<file path="src/rtl/assert_macros.svh">
// Assertion macros for the RTL files; they compile away in synthesis.
`ifndef ASSERT_MACROS_SVH
`define ASSERT_MACROS_SVH

`ifndef SYNTHESIS

// Condition must hold at every clock edge outside reset.
`define ASSERT_ALWAYS(label, clk, rst, cond, msg) \
   label: assert property (@(posedge clk) disable iff (rst) (cond)) else $error(msg);

// Consequent must hold in the same cycle as the antecedent.
`define ASSERT_IMPLY(label, clk, rst, ante, cons, msg) \
   label: assert property (@(posedge clk) disable iff (rst) (ante) |-> (cons)) else $error(msg);

// Consequent must hold in the cycle after the antecedent.
`define ASSERT_NEXT(label, clk, rst, ante, cons, msg) \
   label: assert property (@(posedge clk) disable iff (rst) (ante) |=> (cons)) else $error(msg);

`else

`define ASSERT_ALWAYS(label, clk, rst, cond, msg)
`define ASSERT_IMPLY(label, clk, rst, ante, cons, msg)
`define ASSERT_NEXT(label, clk, rst, ante, cons, msg)

`endif

`endif

</file>
<file path="src/rtl/arrcs_pkg.sv">
// Constants, codes and scale-factor functions for the round-robin calibrated ADC scaler.
package arrcs_pkg;

   // Board constants
   localparam longint REF_MILLIVOLTS        = 2500;
   localparam longint DIVIDER_INPUT_OHMS    = 100000;
   localparam longint DIVIDER_FEEDBACK_OHMS = 10000;
   localparam longint SENSE_AMP_GAIN        = 50;
   localparam longint SHUNT_MILLIOHMS       = 10;

   localparam longint PPM_ONE   = 1000000;
   localparam longint CODE_SPAN = 32768;
   localparam longint MILLI     = 1000;

   // Field widths
   localparam int CODE_W  = 16;
   localparam int GAIN_W  = 21;
   localparam int CHAN_W  = 3;
   localparam int OUT_W   = 24;
   localparam int INDEX_W = 4;
   localparam int NUM_CH  = 5;

   localparam logic [GAIN_W-1:0] GAIN_RESET = GAIN_W'(PPM_ONE);

   // Channel codes
   localparam logic [CHAN_W-1:0] CH_VOUT = 3'd0;
   localparam logic [CHAN_W-1:0] CH_IOUT = 3'd1;
   localparam logic [CHAN_W-1:0] CH_VIN  = 3'd2;
   localparam logic [CHAN_W-1:0] CH_CC   = 3'd3;
   localparam logic [CHAN_W-1:0] CH_CV   = 3'd4;

   // Register indexes
   localparam logic [INDEX_W-1:0] REG_VOUT_ZERO   = 4'd0;
   localparam logic [INDEX_W-1:0] REG_IOUT_ZERO   = 4'd1;
   localparam logic [INDEX_W-1:0] REG_VIN_ZERO    = 4'd2;
   localparam logic [INDEX_W-1:0] REG_CC_ZERO     = 4'd3;
   localparam logic [INDEX_W-1:0] REG_CV_ZERO     = 4'd4;
   localparam logic [INDEX_W-1:0] REG_SHARED_GAIN = 4'd5;
   localparam logic [INDEX_W-1:0] REG_CC_GAIN     = 4'd6;
   localparam logic [INDEX_W-1:0] REG_CV_GAIN     = 4'd7;

   // Scale classes
   localparam logic [1:0] CLS_VOLT = 2'd0;
   localparam logic [1:0] CLS_CURR = 2'd1;
   localparam logic [1:0] CLS_RB   = 2'd2;

   // Scale factors: value = (cal * MUL + DEN/2) / DEN
   localparam longint MUL_VOLT = REF_MILLIVOLTS * DIVIDER_INPUT_OHMS;
   localparam longint DEN_VOLT = CODE_SPAN * DIVIDER_FEEDBACK_OHMS;
   localparam longint MUL_CURR = REF_MILLIVOLTS * MILLI;
   localparam longint DEN_CURR = CODE_SPAN * SENSE_AMP_GAIN * SHUNT_MILLIOHMS;
   localparam longint MUL_RB   = REF_MILLIVOLTS;
   localparam longint DEN_RB   = CODE_SPAN;

   // Saturation: the rounded quotient exceeds the output range when
   // cal * MUL >= DEN * 2^OUT_W - DEN/2
   localparam longint THR_VOLT = (DEN_VOLT << OUT_W) - DEN_VOLT / 2;
   localparam longint THR_CURR = (DEN_CURR << OUT_W) - DEN_CURR / 2;
   localparam longint THR_RB   = (DEN_RB << OUT_W) - DEN_RB / 2;

   function automatic longint max3(input longint a, input longint b, input longint c);
      longint m;
      m = (a > b) ? a : b;
      return (m > c) ? m : c;
   endfunction

   localparam longint MUL_MAX = max3(MUL_VOLT, MUL_CURR, MUL_RB);
   localparam longint DEN_MAX = max3(DEN_VOLT, DEN_CURR, DEN_RB);
   localparam longint THR_MAX = max3(THR_VOLT, THR_CURR, THR_RB);

   localparam int MUL_W  = $clog2(MUL_MAX + 1);
   localparam int DEN_W  = $clog2(DEN_MAX + 1);
   localparam int REM2_W = DEN_W + 1;
   // Accumulator holds cal * MUL below the threshold plus one Horner step
   localparam int ACC_W  = $clog2(2 * THR_MAX + MUL_MAX + 1);
   // Gain division dividend: diff * 1e6 + gain / 2
   localparam int NUM_W  = $clog2((longint'(1) << CODE_W) * PPM_ONE + (longint'(1) << GAIN_W));
   localparam int CNT_W  = $clog2((NUM_W > OUT_W) ? NUM_W : OUT_W);

   function automatic logic [MUL_W-1:0] scale_mul(input logic [1:0] cls);
      case (cls)
         CLS_VOLT: return MUL_W'(MUL_VOLT);
         CLS_CURR: return MUL_W'(MUL_CURR);
         default:  return MUL_W'(MUL_RB);
      endcase
   endfunction

   function automatic logic [DEN_W-1:0] scale_den(input logic [1:0] cls);
      case (cls)
         CLS_VOLT: return DEN_W'(DEN_VOLT);
         CLS_CURR: return DEN_W'(DEN_CURR);
         default:  return DEN_W'(DEN_RB);
      endcase
   endfunction

   function automatic logic [ACC_W-1:0] scale_thr(input logic [1:0] cls);
      case (cls)
         CLS_VOLT: return ACC_W'(THR_VOLT);
         CLS_CURR: return ACC_W'(THR_CURR);
         default:  return ACC_W'(THR_RB);
      endcase
   endfunction

endpackage

</file>
<file path="src/rtl/adc_round_robin_calibrated_scaler.sv">
// Round-robin calibrated ADC scaler: zero and gain correction, unit scaling, channel sequencing.
//
// Takes one signed ADC code per transfer while stepping through five channels (vout, iout,
// vin, CC readback, CV readback); the first code after each channel change is dropped. A
// kept code has its channel zero subtracted, is multiplied by 1e6 and divided by the ppm
// gain with rounding, then scaled to mV or mA with rounding and clamped to 24 bits.
// A dropped code leaves the block idle and a code at or below its zero goes straight to
// the output stage; any other kept code runs a bit-serial restoring divider for the gain
// (36 steps, whose quotient bits feed a shift-add multiplier for the unit scale) followed
// by a 24-step bit-serial divider for the unit conversion. A kept code whose value clamps
// skips the second divider. The next code may be taken while a result waits on the output
// register; a finished result that finds the output register still occupied is held in
// the block, which delays the next transfer until it moves out.
`include "assert_macros.svh"

module adc_round_robin_calibrated_scaler (
   input  logic                                 clock,
   input  logic                                 reset,
   input  logic                                 req_valid,
   output logic                                 req_ready,
   input  logic signed [arrcs_pkg::CODE_W-1:0]  req_raw_code,
   output logic                                 rsp_valid,
   input  logic                                 rsp_ready,
   output logic        [arrcs_pkg::CHAN_W-1:0]  rsp_channel,
   output logic signed [arrcs_pkg::CODE_W-1:0]  rsp_raw_echo,
   output logic        [arrcs_pkg::OUT_W-1:0]   rsp_scaled_value,
   output logic        [arrcs_pkg::CHAN_W-1:0]  rsp_next_channel,
   input  logic                                 csr_valid,
   output logic                                 csr_ready,
   input  logic        [arrcs_pkg::INDEX_W-1:0] csr_index,
   input  logic        [arrcs_pkg::GAIN_W-1:0]  csr_wdata
);
   import arrcs_pkg::*;

   localparam logic [2:0] ST_IDLE = 3'd0;
   localparam logic [2:0] ST_PREP = 3'd1;
   localparam logic [2:0] ST_DIV1 = 3'd2;
   localparam logic [2:0] ST_MID  = 3'd3;
   localparam logic [2:0] ST_DIV2 = 3'd4;
   localparam logic [2:0] ST_DONE = 3'd5;

   // Control and configuration state
   logic [2:0]        state_ff, state_in;
   logic [CHAN_W-1:0] chan_ff, chan_in;
   logic              discard_ff, discard_in;
   logic [CODE_W-1:0] zero_ff [NUM_CH];
   logic [CODE_W-1:0] zero_in [NUM_CH];
   logic [GAIN_W-1:0] shared_gain_ff, shared_gain_in;
   logic [GAIN_W-1:0] cc_gain_ff, cc_gain_in;
   logic [GAIN_W-1:0] cv_gain_ff, cv_gain_in;
   logic              rsp_valid_ff, rsp_valid_in;

   // Item payload and datapath
   logic [CHAN_W-1:0] ch_ff, ch_in;
   logic [CHAN_W-1:0] next_ff, next_in;
   logic [CODE_W-1:0] raw_ff, raw_in;
   logic [1:0]        cls_ff, cls_in;
   logic [GAIN_W-1:0] gain_ff, gain_in;
   logic [CODE_W-1:0] diff_ff, diff_in;
   logic [NUM_W-1:0]  num_sr_ff, num_sr_in;
   logic [GAIN_W-1:0] rem1_ff, rem1_in;
   logic [ACC_W-1:0]  acc_ff, acc_in;
   logic              sat_ff, sat_in;
   logic [REM2_W-1:0] rem2_ff, rem2_in;
   logic [OUT_W-1:0]  quo_sr_ff, quo_sr_in;
   logic [CNT_W-1:0]  cnt_ff, cnt_in;
   logic [CHAN_W-1:0] rsp_channel_ff, rsp_channel_in;
   logic [CODE_W-1:0] rsp_raw_ff, rsp_raw_in;
   logic [OUT_W-1:0]  rsp_value_ff, rsp_value_in;
   logic [CHAN_W-1:0] rsp_next_ff, rsp_next_in;

   // Combinational helpers
   logic [CHAN_W-1:0]  ch_eff;
   logic [CHAN_W-1:0]  ch_next;
   logic [GAIN_W-1:0]  gain_sel;
   logic [1:0]         cls_sel;
   logic signed [CODE_W:0] diff_s;
   logic [GAIN_W:0]    t1;
   logic               ge1;
   logic [GAIN_W:0]    sub1;
   logic [ACC_W-1:0]   acc_step;
   logic               sat_hit;
   logic [ACC_W-1:0]   div_sum;
   logic [REM2_W-1:0]  t2;
   logic               ge2;
   logic [DEN_W-1:0]   den;
   logic               in_xfer;
   logic               cfg_xfer;

   assign req_ready = (state_ff == ST_IDLE);
   assign csr_ready = 1'b1;
   assign in_xfer   = req_valid && req_ready;
   assign cfg_xfer  = csr_valid && csr_ready;

   assign rsp_valid        = rsp_valid_ff;
   assign rsp_channel      = rsp_channel_ff;
   assign rsp_raw_echo     = rsp_raw_ff;
   assign rsp_scaled_value = rsp_value_ff;
   assign rsp_next_channel = rsp_next_ff;

   // Select channel, class, gain and zero for the incoming code
   always_comb begin
      ch_eff  = (chan_ff > CH_CV) ? CH_CV : chan_ff;
      ch_next = (ch_eff == CH_CV) ? CH_VOUT : ch_eff + CHAN_W'(1);
      case (ch_eff) inside
         CH_VOUT, CH_VIN: cls_sel = CLS_VOLT;
         CH_IOUT:         cls_sel = CLS_CURR;
         default:         cls_sel = CLS_RB;
      endcase
      case (ch_eff) inside
         CH_VOUT, CH_IOUT, CH_VIN: gain_sel = shared_gain_ff;
         CH_CC:                    gain_sel = cc_gain_ff;
         default:                  gain_sel = cv_gain_ff;
      endcase
      if (gain_sel == '0) begin
         gain_sel = GAIN_W'(1);
      end
      diff_s = $signed({req_raw_code[CODE_W-1], req_raw_code})
             - $signed({zero_ff[ch_eff][CODE_W-1], zero_ff[ch_eff]});
   end

   // Gain divider step, whose quotient bits feed the shift-add scale multiplier, and scale divider step
   always_comb begin
      t1       = {rem1_ff, num_sr_ff[NUM_W-1]};
      ge1      = (t1 >= {1'b0, gain_ff});
      sub1     = t1 - {1'b0, gain_ff};
      acc_step = {acc_ff[ACC_W-2:0], 1'b0} + (ge1 ? ACC_W'(scale_mul(cls_ff)) : '0);
      sat_hit  = (acc_step >= scale_thr(cls_ff));
      div_sum  = acc_ff + ACC_W'(scale_den(cls_ff) >> 1);
      den      = scale_den(cls_ff);
      t2       = {rem2_ff[REM2_W-2:0], quo_sr_ff[OUT_W-1]};
      ge2      = (t2 >= REM2_W'(den));
   end

   // Configuration writes
   always_comb begin
      zero_in        = zero_ff;
      shared_gain_in = shared_gain_ff;
      cc_gain_in     = cc_gain_ff;
      cv_gain_in     = cv_gain_ff;
      if (cfg_xfer) begin
         unique case (csr_index)
            REG_VOUT_ZERO:   zero_in[CH_VOUT] = csr_wdata[CODE_W-1:0];
            REG_IOUT_ZERO:   zero_in[CH_IOUT] = csr_wdata[CODE_W-1:0];
            REG_VIN_ZERO:    zero_in[CH_VIN]  = csr_wdata[CODE_W-1:0];
            REG_CC_ZERO:     zero_in[CH_CC]   = csr_wdata[CODE_W-1:0];
            REG_CV_ZERO:     zero_in[CH_CV]   = csr_wdata[CODE_W-1:0];
            REG_SHARED_GAIN: shared_gain_in   = csr_wdata;
            REG_CC_GAIN:     cc_gain_in       = csr_wdata;
            REG_CV_GAIN:     cv_gain_in       = csr_wdata;
            default:         ;
         endcase
      end
   end

   // Sequencer and datapath
   always_comb begin
      state_in     = state_ff;
      chan_in      = chan_ff;
      discard_in   = discard_ff;
      rsp_valid_in = rsp_valid_ff;
      ch_in        = ch_ff;
      next_in      = next_ff;
      raw_in       = raw_ff;
      cls_in       = cls_ff;
      gain_in      = gain_ff;
      diff_in      = diff_ff;
      num_sr_in    = num_sr_ff;
      rem1_in      = rem1_ff;
      acc_in       = acc_ff;
      sat_in       = sat_ff;
      rem2_in      = rem2_ff;
      quo_sr_in    = quo_sr_ff;
      cnt_in       = cnt_ff;
      rsp_channel_in = rsp_channel_ff;
      rsp_raw_in     = rsp_raw_ff;
      rsp_value_in   = rsp_value_ff;
      rsp_next_in    = rsp_next_ff;

      // Drop the output once the consumer takes it
      if (rsp_valid_ff && rsp_ready) begin
         rsp_valid_in = 1'b0;
      end

      unique case (state_ff)
         ST_IDLE: begin
            if (in_xfer) begin
               if (discard_ff) begin
                  discard_in = 1'b0;
               end else begin
                  ch_in      = ch_eff;
                  next_in    = ch_next;
                  raw_in     = req_raw_code;
                  cls_in     = cls_sel;
                  gain_in    = gain_sel;
                  diff_in    = diff_s[CODE_W-1:0];
                  chan_in    = ch_next;
                  discard_in = 1'b1;
                  if (diff_s > 0) begin
                     state_in = ST_PREP;
                  end else begin
                     quo_sr_in = '0;
                     state_in  = ST_DONE;
                  end
               end
            end
         end
         ST_PREP: begin
            num_sr_in = NUM_W'(diff_ff) * NUM_W'(PPM_ONE) + NUM_W'(gain_ff >> 1);
            rem1_in   = '0;
            acc_in    = '0;
            sat_in    = 1'b0;
            cnt_in    = CNT_W'(NUM_W - 1);
            state_in  = ST_DIV1;
         end
         ST_DIV1: begin
            num_sr_in = {num_sr_ff[NUM_W-2:0], 1'b0};
            rem1_in   = ge1 ? sub1[GAIN_W-1:0] : t1[GAIN_W-1:0];
            // Hold the accumulator once it has crossed the clamp threshold
            if (!sat_ff) begin
               if (sat_hit) begin
                  sat_in = 1'b1;
               end else begin
                  acc_in = acc_step;
               end
            end
            cnt_in = cnt_ff - CNT_W'(1);
            if (cnt_ff == '0) begin
               state_in = ST_MID;
            end
         end
         ST_MID: begin
            if (sat_ff) begin
               quo_sr_in = '1;
               state_in  = ST_DONE;
            end else begin
               rem2_in   = REM2_W'(div_sum >> OUT_W);
               quo_sr_in = div_sum[OUT_W-1:0];
               cnt_in    = CNT_W'(OUT_W - 1);
               state_in  = ST_DIV2;
            end
         end
         ST_DIV2: begin
            rem2_in   = ge2 ? (t2 - REM2_W'(den)) : t2;
            quo_sr_in = {quo_sr_ff[OUT_W-2:0], ge2};
            cnt_in    = cnt_ff - CNT_W'(1);
            if (cnt_ff == '0) begin
               state_in = ST_DONE;
            end
         end
         ST_DONE: begin
            // Load the output register when it is free or being emptied
            if (!rsp_valid_ff || rsp_ready) begin
               rsp_valid_in   = 1'b1;
               rsp_channel_in = ch_ff;
               rsp_raw_in     = raw_ff;
               rsp_value_in   = quo_sr_ff;
               rsp_next_in    = next_ff;
               state_in       = ST_IDLE;
            end
         end
         default: begin
            state_in = ST_IDLE;
         end
      endcase
   end

   // Control and configuration registers
   always_ff @(posedge clock) begin
      if (reset) begin
         state_ff       <= ST_IDLE;
         chan_ff        <= CH_VOUT;
         discard_ff     <= 1'b1;
         rsp_valid_ff   <= 1'b0;
         shared_gain_ff <= GAIN_RESET;
         cc_gain_ff     <= GAIN_RESET;
         cv_gain_ff     <= GAIN_RESET;
         sat_ff         <= 1'b0;
         for (int i = 0; i < NUM_CH; i++) begin
            zero_ff[i] <= '0;
         end
      end else begin
         state_ff       <= state_in;
         chan_ff        <= chan_in;
         discard_ff     <= discard_in;
         rsp_valid_ff   <= rsp_valid_in;
         shared_gain_ff <= shared_gain_in;
         cc_gain_ff     <= cc_gain_in;
         cv_gain_ff     <= cv_gain_in;
         sat_ff         <= sat_in;
         zero_ff        <= zero_in;
      end
   end

   // Payload registers
   always_ff @(posedge clock) begin
      ch_ff          <= ch_in;
      next_ff        <= next_in;
      raw_ff         <= raw_in;
      cls_ff         <= cls_in;
      gain_ff        <= gain_in;
      diff_ff        <= diff_in;
      num_sr_ff      <= num_sr_in;
      rem1_ff        <= rem1_in;
      acc_ff         <= acc_in;
      rem2_ff        <= rem2_in;
      quo_sr_ff      <= quo_sr_in;
      cnt_ff         <= cnt_in;
      rsp_channel_ff <= rsp_channel_in;
      rsp_raw_ff     <= rsp_raw_in;
      rsp_value_ff   <= rsp_value_in;
      rsp_next_ff    <= rsp_next_in;
   end

   // Checks
   `ASSERT_ALWAYS(a_chan_range, clock, reset, chan_ff <= CH_CV, "channel pointer out of range")
   `ASSERT_NEXT(a_kept_arms_discard, clock, reset, in_xfer && !discard_ff,
                discard_ff && state_ff != ST_IDLE, "kept transfer did not arm discard")
   `ASSERT_IMPLY(a_next_follows, clock, reset, rsp_valid_ff,
                 rsp_next_ff == ((rsp_channel_ff == CH_CV) ? CH_VOUT
                                 : rsp_channel_ff + CHAN_W'(1)),
                 "next channel mismatch")
   `ASSERT_IMPLY(a_no_div_when_sat, clock, reset, state_ff == ST_DIV2, !sat_ff,
                 "scale divider run on clamped value")

endmodule

</file>
<file path="config.mk">
export PLATFORM = sky130hd
export DESIGN_NAME = adc_round_robin_calibrated_scaler
export DESIGN_NICKNAME = d
export VERILOG_FILES = /design/src/rtl/arrcs_pkg.sv /design/src/rtl/adc_round_robin_calibrated_scaler.sv
export VERILOG_INCLUDE_DIRS = /design/src /design/src/rtl
export SDC_FILE = /design/constraint.sdc
export NUM_CORES = 1
export LEC_CHECK = 0
export ABC_AREA = 1
export ABC_CLOCK_PERIOD_IN_PS = 15950
export BUFFER_PORTS_ARGS = -buffer_cell sky130_fd_sc_hd__buf_2
export CAP_MARGIN = 20
export CORE_MARGIN = 4
export CORE_UTILIZATION = 60
export DETAILED_ROUTE_END_ITERATION = 10
export PLACE_DENSITY = 0.79
export SLEW_MARGIN = 20
export SYNTH_ARGS = -nofsm -noshare
export SYNTH_HDL_FRONTEND = slang
export SYNTH_SLANG_ARGS = --single-unit
export TNS_END_PERCENT = 100
</file>
<file path="constraint.sdc">
create_clock -name clock -period 15.95 [get_ports clock]
set_input_delay 4.785 -clock clock [delete_from_list [all_inputs] [get_ports clock]]
set_output_delay 4.785 -clock clock [all_outputs]
set_load 0.05 [all_outputs]
</file>
After elaboration in Yosys (flattened, before gate mapping) --
Cells that the tools add are included.
Storage, ports and cells: bits of input ports 46, logic and storage cells 148, register bits after elaboration 428, output and inout port bits 49
Operators by class: multiply operators 1, multiplexer cells 43, reduce and logical (&&, ||, !) cells 33, eq/ne operators 26, add/subtract/negate cells 8, bitwise logic cells 2, $lt $le $gt $ge 6
Operators with widths (number):
- $pmux 53 s2 | 2
- $pmux 29 s2 | 2
- $mux 53 | 2
- $mux 24 | 4
- $pmux 24 s3 | 1
- $pmux 36 s2 | 1
- $mux 21 | 3
- $mux 29 | 2
- $pmux 28 s2 | 1
- $add 54x28->54 | 1
- $ge 54x53->1 | 1
- $add 53x28->53 | 1
- $bmux 16 s3 | 1
- $pmux 21 s2 | 1
- $add 36x20->36 | 1
- $mux 16 | 2
- $ge 30x29->1 | 1
- $mul 16x14->30 const B | 1
- $sub 29x29->29 | 1
- $mux 28 | 1
- $mux 3 | 8
- $reduce_and 2->1 | 12
- $ge 22x21->1 | 1
- $logic_not 21->1 | 1
- 38 further kinds | 67

Depth between registers and ports, before layout --
Gate-level depths: netlist (run 1).
depth in word-level cells 12, gate-level depth with buffers 39, mapped depth without buffers 38

Worst setup path after synthesis (run 1) --
OpenSTA, ideal clock, no wires.
kind input -> register, start input req_valid, end register chan_ff[0], path slack 7516 ps, buffers on the path 0, cell stages on the path 5, arrival time 8301 ps, library setup time 133 ps, data required time 15817 ps, cell sequence nand2_1 -> nor2_1 -> inv_1 -> o21ai_0 -> a21oi_1
On the way: word-level cells in the longest chain between the ends 2
RTL lines:
- from (decl) | RTL line adc_round_robin_calibrated_scaler.sv:19 | input logic req_valid,
- $logic_and 1x1->1 | RTL line adc_round_robin_calibrated_scaler.sv:92 | assign in_xfer = req_valid && req_ready;
- $reduce_and 3->1 (no line)
- to (signal assigned) | RTL line adc_round_robin_calibrated_scaler.sv:284 | chan_ff <= chan_in;
- to (decl) | RTL line adc_round_robin_calibrated_scaler.sv:44 | logic [CHAN_W-1:0] chan_ff, chan_in;
Every way passes these cells. A chain may end at the register's enable or synchronous reset.

Final worst setup path (run 1) --
start input req_raw_code[0] (netlist bit), end register quo_sr_ff[10] (enable)
On the way: word-level cells in the longest chain between the ends 4
RTL lines:
- from (decl) | RTL line adc_round_robin_calibrated_scaler.sv:21 | input logic signed [arrcs_pkg::CODE_W-1:0] req_raw_code,
- $sub 16x16->17 | RTL line adc_round_robin_calibrated_scaler.sv:119 | - $signed({zero_ff[ch_eff][CODE_W-1], zero_ff[ch_eff]});
- $gt 17x1->1 | RTL line adc_round_robin_calibrated_scaler.sv:199 | if (diff_s > 0) begin
- $ne 2x2->1 (no line)
- $reduce_and 4->1 (no line)
- to (signal assigned) | RTL line adc_round_robin_calibrated_scaler.sv:307 | quo_sr_ff <= quo_sr_in;
- to (decl) | RTL line adc_round_robin_calibrated_scaler.sv:65 | logic [OUT_W-1:0] quo_sr_ff, quo_sr_in;
Every way passes these cells.

==> results of run 1 <==
[metrics by stage]
| step | instances | hold WS [ps] | worst slack [ps] |
|---|---|---|---|
| after floorplan | 3211 | 400 | 7520 |
| after global placement | 3821 | 402 | 6830 |
| after detailed placement | 3821 | 405 | 6440 |
| after CTS | 3905 | 420 | 6940 |
| after global routing | 3906 | 431 | 6990 |
| final | 3906 | 419 | 7180 |
[flip-flops by register name, indices dropped and copies added (netlist names), 16 cells and up]
signal	cells
raw_ff	16
rem1_ff	21
zero_ff	80
rem2_ff	29
rsp_scaled_value	24
cc_gain_ff	21
shared_gain_ff	21
rsp_raw_echo	16
gain_ff	21
quo_sr_ff	24
num_sr_ff	36
diff_ff	16
acc_ff	51
cv_gain_ff	21
[worst max-delay path by stage]
stage,start,endpoint,slack [ps],cells past startpoint
finish,req_raw_code[0],quo_sr_ff[10],7180,21
floorplan,req_valid,chan_ff[0],7520,5
detailed placement,req_raw_code[0],quo_sr_ff[14],6440,20
global route,req_raw_code[0],quo_sr_ff[5],6990,21
global placement,req_raw_code[0],quo_sr_ff[4],6830,20
CTS,req_raw_code[0],quo_sr_ff[22],6940,20
[cells by family after synthesis]
group / share of synthesized area (%)
compound gates: 13.5
xor+xnor: 4.30
flops: 41.6
buf+inv: 7.23
simple gates: 18.9
other cells: 0.0139
fa+ha+maj: 14.4
[placed cells by master (no fill, tap or decap), types with 5 or more instances in the layout]
cell                        netlist  routed
sky130_fd_sc_hd__xnor2_1         40      40
sky130_fd_sc_hd__o21ai_1         19      19
sky130_fd_sc_hd__o21bai_1         8       8
sky130_fd_sc_hd__nand3b_1         7       7
sky130_fd_sc_hd__fa_1            59      59
sky130_fd_sc_hd__nor2_4           5       8
sky130_fd_sc_hd__nand3_2          8       9
sky130_fd_sc_hd__o21ai_0        264     263
sky130_fd_sc_hd__ha_1           218     218
sky130_fd_sc_hd__buf_4            1      21
sky130_fd_sc_hd__or2_2            8       8
sky130_fd_sc_hd__o22ai_1         20      20
sky130_fd_sc_hd__nand3_1        129     128
sky130_fd_sc_hd__o21a_1           8       8
sky130_fd_sc_hd__clkinv_2         0       6
sky130_fd_sc_hd__clkinv_1         2       8
sky130_fd_sc_hd__nand2_1        518     517
sky130_fd_sc_hd__edfxtp_1       274     274
sky130_fd_sc_hd__clkbuf_16        0      46
sky130_fd_sc_hd__dfxtp_1        152     152
sky130_fd_sc_hd__clkbuf_1        91      11
sky130_fd_sc_hd__xor2_1          93      93
sky130_fd_sc_hd__a21oi_1        254     253
sky130_fd_sc_hd__inv_2           14      16
sky130_fd_sc_hd__buf_2            1      93
sky130_fd_sc_hd__a31oi_1         16      16
sky130_fd_sc_hd__o221ai_1         9       9
sky130_fd_sc_hd__nor3_1          40      39
sky130_fd_sc_hd__o31ai_1          8       7
sky130_fd_sc_hd__o211ai_1        24      24
sky130_fd_sc_hd__a31o_2           5       5
sky130_fd_sc_hd__a21o_1           5       5
sky130_fd_sc_hd__nand4_1         27      27
sky130_fd_sc_hd__inv_1          405     403
sky130_fd_sc_hd__nor2_1         387     382
sky130_fd_sc_hd__nor2_2          14      16
sky130_fd_sc_hd__a221oi_1         7       7
sky130_fd_sc_hd__nor4_1          14      14
sky130_fd_sc_hd__nand2_2         17      18
[final cells by class]
type                    count  area [um2]  share of cell area, %
flip-flops and latches    426       11300                   38.1
clock buffers              61        1250                   4.21
clock inverters            23         226                  0.765
well taps                 592         741                   2.50
repair buffers            116         649                   2.19
multi-input cells        2267       13900                   46.9
inverters                 421        1580                   5.34
[per-layer routing]
metal	GRT usage, %	routed length [um]
met5	0	21
met1	39.3	29900
met2	45.8	31700
met4	6.74	1580
met3	4.71	4650
[critical path, cell delays in order]
cell	delay, ps
sky130_fd_sc_hd__buf_2	90
sky130_fd_sc_hd__inv_1	40
sky130_fd_sc_hd__ha_1	220
sky130_fd_sc_hd__fa_1	420
sky130_fd_sc_hd__o21ai_0	420
sky130_fd_sc_hd__nand2_1	120
sky130_fd_sc_hd__nand2_1	130
sky130_fd_sc_hd__a21oi_1	70
sky130_fd_sc_hd__o21ai_0	290
sky130_fd_sc_hd__a21oi_1	160
sky130_fd_sc_hd__o21bai_1	260
sky130_fd_sc_hd__nand2_1	70
sky130_fd_sc_hd__o21ai_0	310
sky130_fd_sc_hd__xor2_1	210
sky130_fd_sc_hd__nand2_1	80
sky130_fd_sc_hd__nor3_1	210
sky130_fd_sc_hd__nand3_1	120
sky130_fd_sc_hd__nand3b_1	270
sky130_fd_sc_hd__nand3b_1	110
sky130_fd_sc_hd__inv_1	390
sky130_fd_sc_hd__buf_8	250
==> results.md, run 1 <==
- The kind of end point of the critical path is a flip-flop.
- The total of buffers placed on input and output ports is just over 90.
- The worst hold path belongs to the class reg -> reg.
- The worst clock skew is about 25 ps.
- The startpoint type of the worst setup path is an input port.
- The final instance area is 0.0296 mm2.
- The net count of the finished layout is around 3.6k.
- For this design the top-level I/O count stands at 95.
- The clock tree from TritonCTS is built.
- By area the synthesized netlist is led by sky130_fd_sc_hd__edfxtp_1 30%, sky130_fd_sc_hd__dfxtp_1 11%, sky130_fd_sc_hd__ha_1 10%.
- The detailed-placement wirelength estimate is 49000 um.
- The post-synthesis cell type with the largest combined area is sky130_fd_sc_hd__edfxtp_1.
- After clock tree synthesis, the clock-pin slew on the worst setup and hold paths is roughly 60 ps.
- Counting every sink on the clock net gives 426.
- The worst hold path was traced through 0 stages.
- The final number of hold-violating endpoints is 0.
- The portion of the post-synthesis area used by sequential elements is roughly two fifths.
- Summing every instance area after synthesis gives 0.0271 mm2.
- The wire length after detailed routing is 67800 um.
- After layout, the minimum clock period comes to 8770 ps.
- The die outline width is 220 um.
- In the synthesized netlist, the number of instances is around 3.2k.
- The area of the die is 0.0486 mm2.
- Counting distinct cell types in the post-synthesis netlist gives 64.
- The total area inside the core boundary comes to around 0.044 mm2.
- The worst setup path is of the in -> reg kind.
- The dominant synthesized flop cell is sky130_fd_sc_hd__edfxtp_1.
- The pin slew with the least headroom to its limit is 959 ps.
- The capture instance of the worst register-to-register path is acc_ff[4].
- The wire length per cell after detailed routing is roughly 17 um.
- Entering global routing, the biggest net connects around 150 pins.
- The number of fillers in the final layout is around 3.6k.
- The number of max-cap violations is 0.
- Using the TritonRoute via totals, the vias-per-cell ratio works out to 5.70.
- The source-to-sink clock delay at the later pin of the worst-skew pair is 600 ps.
- Of the cells placed in the final design, the portion with a size suffix greater than 1 is ~8.5%.
- The deepest level of the CTS H-tree is 2.
- The sum of overflow across all layers after global routing is 0.
- The destination of the worst hold path is rsp_raw_echo[3].
- The final critical path takes up 55.0% of the cycle.
- The synthesized area per cell is about 8.4 um2.
- Yosys instantiated no cell more often than sky130_fd_sc_hd__nand2_1.
- The initial antenna violation count is 3.
- The run finished with clean final reports.
- The endpoint required time on the critical path is ~16000 ps.
- After synthesis the netlist holds a flip-flop and latch count of 426.
- In this run, CTS created clock tree buffers numbering 45.
- The remaining antenna violation count is 0.
- The startpoint identified for the worst hold timing path is raw_ff[3].
- The highest clock rate is 114 MHz.
- The placer congestion estimate is 0.974.
- Once the floorplan was initialized, standard cells occupied approximately 61% of the core.
- The via count of the first global-routing pass is 21.5k.
- Setup repair after global routing left no endpoint under its margin.
- After the first detailed-routing iteration, the DRC count stood at 2139.
- In the routed design, unresolved DRC markers number 0.
- The number of synthesized flops with an enable pin is 274.
- Measured against its own limit, the worst slew margin works out to approximately 36%.
- Ranked by instance count, the synthesized netlist is headed by 518 x sky130_fd_sc_hd__nand2_1, 405 x sky130_fd_sc_hd__inv_1, 387 x sky130_fd_sc_hd__nor2_1.
- In this run, post-CTS repair resized a total of 0 instances.
- The max-slew violation total from the final report is 0.
- The number of setup buffers added after CTS is 0.
- The critical path data arrival time is 9050 ps.
- The final cell utilization of the core is 66.7%.
- In this run the worst path has a maximum fanout of 17.
- The number of buffers on the longest clock path is 3.
- The number of warnings printed during yosys synthesis is 0.
- Across all layers, the routed design uses approximately 22k vias.
- The synthesized netlist net count is around 3.5k.
- For flop-to-flop paths, the worst setup slack is 8770 ps.
- The total of hold buffers inserted after clock tree synthesis is 0.
- The total placed instance area is 0.0281 mm2.
- The root buffer cell chosen for the clock tree is sky130_fd_sc_hd__clkbuf_16.
- For this run, the total global-route usage over all layers was measured as 28.0%.
- The source of the worst register-to-register timing path is num_sr_ff[35].
- Setup violations remaining at the end of the flow were counted as 0.
- After synthesis, the share of flip-flops with an asynchronous set or reset is 0%.
- Row generation in the floorplan step produced between 70 and 80 rows.
- The worst register-to-register path has a depth of 37.
- The area growth from synthesis to final layout is 9.45%.
- 0 antenna diodes ended up in the layout.
- The portion of synthesized cell area occupied by the leading cell type is 30.4%.
- The die is 220 um tall.
- Summed over all failing endpoints, the final setup total negative slack is 0 ps.
- The wire length of the first global-routing pass is 110000 um.
- The detailed-routing iteration count for the pre-antenna-repair pass is 7.
Power of run 1 is not shown: default switching activity piles up to over one toggle a cycle in this logic, so the estimate is an artifact.
==> run 2: changes to the inputs <==
- ABC_AREA: 1 -> 0
- ABC_CLOCK_PERIOD_IN_PS: 15950 -> 8400
- clock period: 15.95 -> 8.4 ns (I/O delays scaled with it)
==> results.md, run 2 <==
- The run finished with clean final reports.
- The number of synthesized flops with an enable pin was 274 (unchanged).
- The number of buffers added by the clock tree synthesis step is 45 (unchanged).
- Cell internal power was estimated by the tool at 0.00752 W.
- The root buffer cell chosen for the clock tree is sky130_fd_sc_hd__clkbuf_16.
- The highest cell delay on the worst timing path is 420 ps (about the same).
- Leaving out fill and tap cells, the most frequent cell in the layout is sky130_fd_sc_hd__nand2_1.
- The capture instance of the worst register-to-register path is acc_ff[42].
- The placer congestion estimate is 0.946 (-2.9%).
- The via density per instance is 6.03 (+5.7%).
- In the final layout, the registers with the most flip-flops are zero_ff: 80 flops, acc_ff: 51 flops, num_sr_ff: 36 flops.
- The global routing met2 resource utilization came to 45.6% (-0.21 points).
- The placement row count is 77 (unchanged).
- The portion of synthesized cell area occupied by the leading cell type is 30.8% (+0.35 points).
- The DRC violation count after routing came to 0 (unchanged).
- The detailed-placement wirelength estimate is 46600 um (-4.9%).
- The number of clock sinks seen by CTS is 426 (unchanged).
- The met3 routing resource usage after global routing is 4.93% (+0.22 points).
- The dominant synthesized flop cell is sky130_fd_sc_hd__edfxtp_1.
- The worst setup path is captured at a flip-flop.
- The met1 layer usage reported by global route is 35.0% (-4.3 points).
- The reg-to-reg setup timing slack is 470 ps (-8300 ps).
- The relative contribution of sequential cells to total power is 26.2%.
- The pin count of the biggest net entering global routing came to 85 (-43%).
- The deepest level of the CTS H-tree is 2 (unchanged).
- The logic depth of the worst register-to-register path is 34 (-8.1%).
- The I/O pin total is 95 (unchanged).
- The highest clock rate is approximately 130 MHz.
- The number of distinct library cells after synthesis was 93 (+45%).
- The portion of the clock cycle consumed by the worst path in the final layout is 94.3%.
- The number of warnings printed during yosys synthesis was 0 (unchanged).
- The core area is 0.0441 mm2 (-0.65%).
- The largest fanout on the critical path is 25 (+8).
- The violation count after the first detailed-routing iteration is 1710 (-20%).
- The initial antenna violation count was 0 (-3).
- The routed design could run at a clock period as short as 7930 ps.
- The all-layer global routing usage came to 26.9% (-1.1 points).
- The category of the most critical setup path is reg -> reg.
- The wire length of the first global-routing pass is 106000 um (-4.4%).
- The fraction of synthesis flops using an asynchronous set or reset pin is 0% (unchanged).
- The synthesized netlist net count is 3119 (-12%).
- The number of fillers in the final layout is 3495 (-3.1%).
- In this run the static leakage power is approximately 12 nW.
- The remaining antenna violation count is 0 (unchanged).
- The initial core utilization is 60.6% (-0.30 points).
- The relative slew slack came to 28.1% (-7.9 points).
- Summed over all nets, the switching power comes to 0.00595 W.
- In the post-synthesis netlist, the biggest area contributors are sky130_fd_sc_hd__edfxtp_1 31%, sky130_fd_sc_hd__dfxtp_1 11%, sky130_fd_sc_hd__ha_1 10%.
- The cell with the biggest individual delay on the critical path is sky130_fd_sc_hd__or3_4.
- The capturing element of the worst setup path is acc_ff[42].
- The wire length after detailed routing is 64700 um (-4.5%).
- The count of vias placed by the detailed router is 20.8k (-6.5%).
- Power spread over the standard cell area amounts to 460 mW/mm2.
- The source-to-sink clock delay at the later pin of the worst-skew pair is 600 ps (about the same).
- The wire length per cell after detailed routing is 18.7 um (+7.9%).
- The detailed-routing iteration count for the pre-antenna-repair pass is 6 (-1).
- The endpoint required time on the critical path was 8720 ps (-7520 ps).
- The startpoint type of the worst setup path is a flip-flop.
- The pin slew with the least headroom to its limit was 1080 ps (+118 ps).
- The sum of overflow across all layers after global routing is 0 (unchanged).
- The cell area after synthesis is 0.0268 mm2 (-1.1%).
- The total of buffers placed on input and output ports is 93 (unchanged).
- The synthesized area per cell is 9.57 um2 (+14%).
- The portion of the post-synthesis area used by sequential elements is 42.1% (+0.48 points).
- The maximum resistive drop on vdd is 0.565 mV.
- The post-layout net count was 3151 (-12%).
- The commonest cells after synthesis are 446 x sky130_fd_sc_hd__nand2_1, 274 x sky130_fd_sc_hd__edfxtp_1, 232 x sky130_fd_sc_hd__nor2_1.
- The power share of the clock group is between 10% and 20%.
- The worst clock skew is 23.2 ps (-2.27 ps).
- The number of max-cap violations was 0 (unchanged).
- Leaving out fill and tap cells, the most frequent cells in the layout are 446 x sky130_fd_sc_hd__nand2_1, 274 x sky130_fd_sc_hd__edfxtp_1, 225 x sky130_fd_sc_hd__a21oi_1, 225 x sky130_fd_sc_hd__nor2_1, 218 x sky130_fd_sc_hd__ha_1.
- The switching fraction of total power is 44.1%.
- The flip-flop count of the largest register, all copies and words added is 80 (unchanged).
- Setup repair after global routing left no endpoint under its margin.
- The share of total power dissipated in combinational logic is 58.7%.
- The clock tree from TritonCTS is built.
- The via count of the first global-routing pass is 20.9k (-2.9%).
- In this run the worst hold path is classified as reg -> reg.
- The setup total negative slack is 0 ps (unchanged).
- The number of instances in the synthesized netlist came to 2796 (-13%).
- The area growth from synthesis to final layout is 9.41% (about the same).
- The register with the most flip-flops in the final layout is zero_ff.
- The count of final setup violators is 0 (unchanged).
- The most crowded layer after global routing is met2.
- The clock-pin slew of the registers on the worst-case setup and hold paths is 70 ps (about the same).
- The number of synthesized register bits is 426 (unchanged).
- The source of the worst register-to-register timing path is gain_ff[11].
- The register area is 0.0113 mm2 (unchanged).
- The share of post-route cells with drive strength above 1 came to 8.70% (+0.22 points).
- The die outline width was 219 um (-0.55%).
- In this run the worst setup path begins at gain_ff[11].
- The height of the die is 219 um (-0.55%).
- The most frequent cell after synthesis is sky130_fd_sc_hd__nand2_1.
- The number of buffers on the longest clock path is 3 (unchanged).
- The final number of hold-violating endpoints is 0 (unchanged).
- The max-slew violation total from the final report is 0 (unchanged).
- The area of the die is 0.0480 mm2 (-1.1%).
- The area used by multi-input combinational logic was 0.0146 mm2 (+4.7%).
- The critical path data arrival time was 8240 ps (-810 ps).
- The largest total area in the synthesized netlist belongs to sky130_fd_sc_hd__edfxtp_1.
- The smallest hold slack is 419 ps (+0.817 ps).
==> run 2: changes by cell type in the layout (fill, tap and decap cells not counted), moves of 44 or more <==
cell | previous run | this run
sky130_fd_sc_hd__nand2_1 | 517 | 446
sky130_fd_sc_hd__mux2i_1 | 0 | 73
sky130_fd_sc_hd__and2_1 | 0 | 44
sky130_fd_sc_hd__xnor2_1 | 40 | 98
sky130_fd_sc_hd__o21ai_0 | 263 | 131
sky130_fd_sc_hd__nand3_1 | 128 | 36
sky130_fd_sc_hd__nor2_1 | 382 | 225
sky130_fd_sc_hd__inv_1 | 403 | 134
==> run 2: logic make-up after synthesis <==
group                      count (synthesis)  share of synthesized area, %
adders and majority gates                280                          14.7
muxes                                     80                          3.32
DFF                                      426                          42.1
other                                      1                        0.0140
and+or+nand+nor                          985                          16.9
xor gates and xnor gates                 171                          5.65
AOI/OAI and AO/OA                        579                          13.4
buffers and inverters                    274                          3.87
==> run 2: worst min-delay path by stage <==
stage                        to  slack [ps]        from  cells after the start
2_1_floorplan    rsp_channel[0]         400    ch_ff[0]                      0
3_3_place_gp   rsp_raw_echo[13]         400  raw_ff[13]                      0
3_5_place_dp    rsp_raw_echo[1]         400   raw_ff[1]                      0
4_1_cts        rsp_raw_echo[13]         420  raw_ff[13]                      0
5_1_grt         rsp_raw_echo[6]         430   raw_ff[6]                      0
6_report        rsp_raw_echo[1]         420   raw_ff[1]                      0
==> run 2: cell type report <==
class	count	share of cell area, %
inverter	137	1.76
timing repair buffer	122	2.37
multi-input combinational	2096	49.7
antenna	1	0.00855
sequential	426	38.5
clock buffer	62	4.17
tap	592	2.53
clock inverter	19	0.953
==> run 2: power by group through the flow <==
stage          sequential (W)  clock [W]  combinational, W
4_1_cts               0.00352    0.00207           0.00786
3_3_place_gp          0.00354          0           0.00749
2_1_floorplan         0.00339          0           0.00622
5_1_grt               0.00357    0.00216           0.00894
6_report              0.00352    0.00204           0.00791
3_5_place_dp          0.00356          0           0.00778
==> run 2: metal layers <==
layer	part of all wire [%]	routed length, um	up-vias
met2	48	31200	737
met4	3.1	1990	0
met3	7.1	4590	136
met5	0	0	-
met1	42	26900	10000
li1	-	-	9922
==> run 2: worst max-delay path, delay by kind of cell, from the launching register on <==
kind,cells,cell delay (ps)
AO/OA/AOI/OAI,17,3520
XOR/XNOR,1,110
adder cells (fa/ha/maj),4,1370
buffers and inverters,2,260
flip-flops,1,360
AND/OR/NAND/NOR,10,2000
==> run 2: repair_timing <==
item / in CTS / in global routing
endpoints found under the setup margin: 0 / 51
resized for setup: 0 / 6
hold buffers: 0 / 0
buffers inserted: 0 / 1
==> run 2: metrics by stage <==
stage	instances	instance area [um2]	setup WS, ps	utilization [%]	power, W
detailed placement	3372	27700	491	62.9	0.0113
global placement	3372	27700	699	62.9	0.0110
finish	3455	29300	475	66.3	0.0135
floorplan	2796	26800	46.7	-	0.00960
global route	3454	29300	3.08	66.3	0.0147
CTS	3453	29200	418	66.3	0.0134
Power figures use the tool's default switching activity.
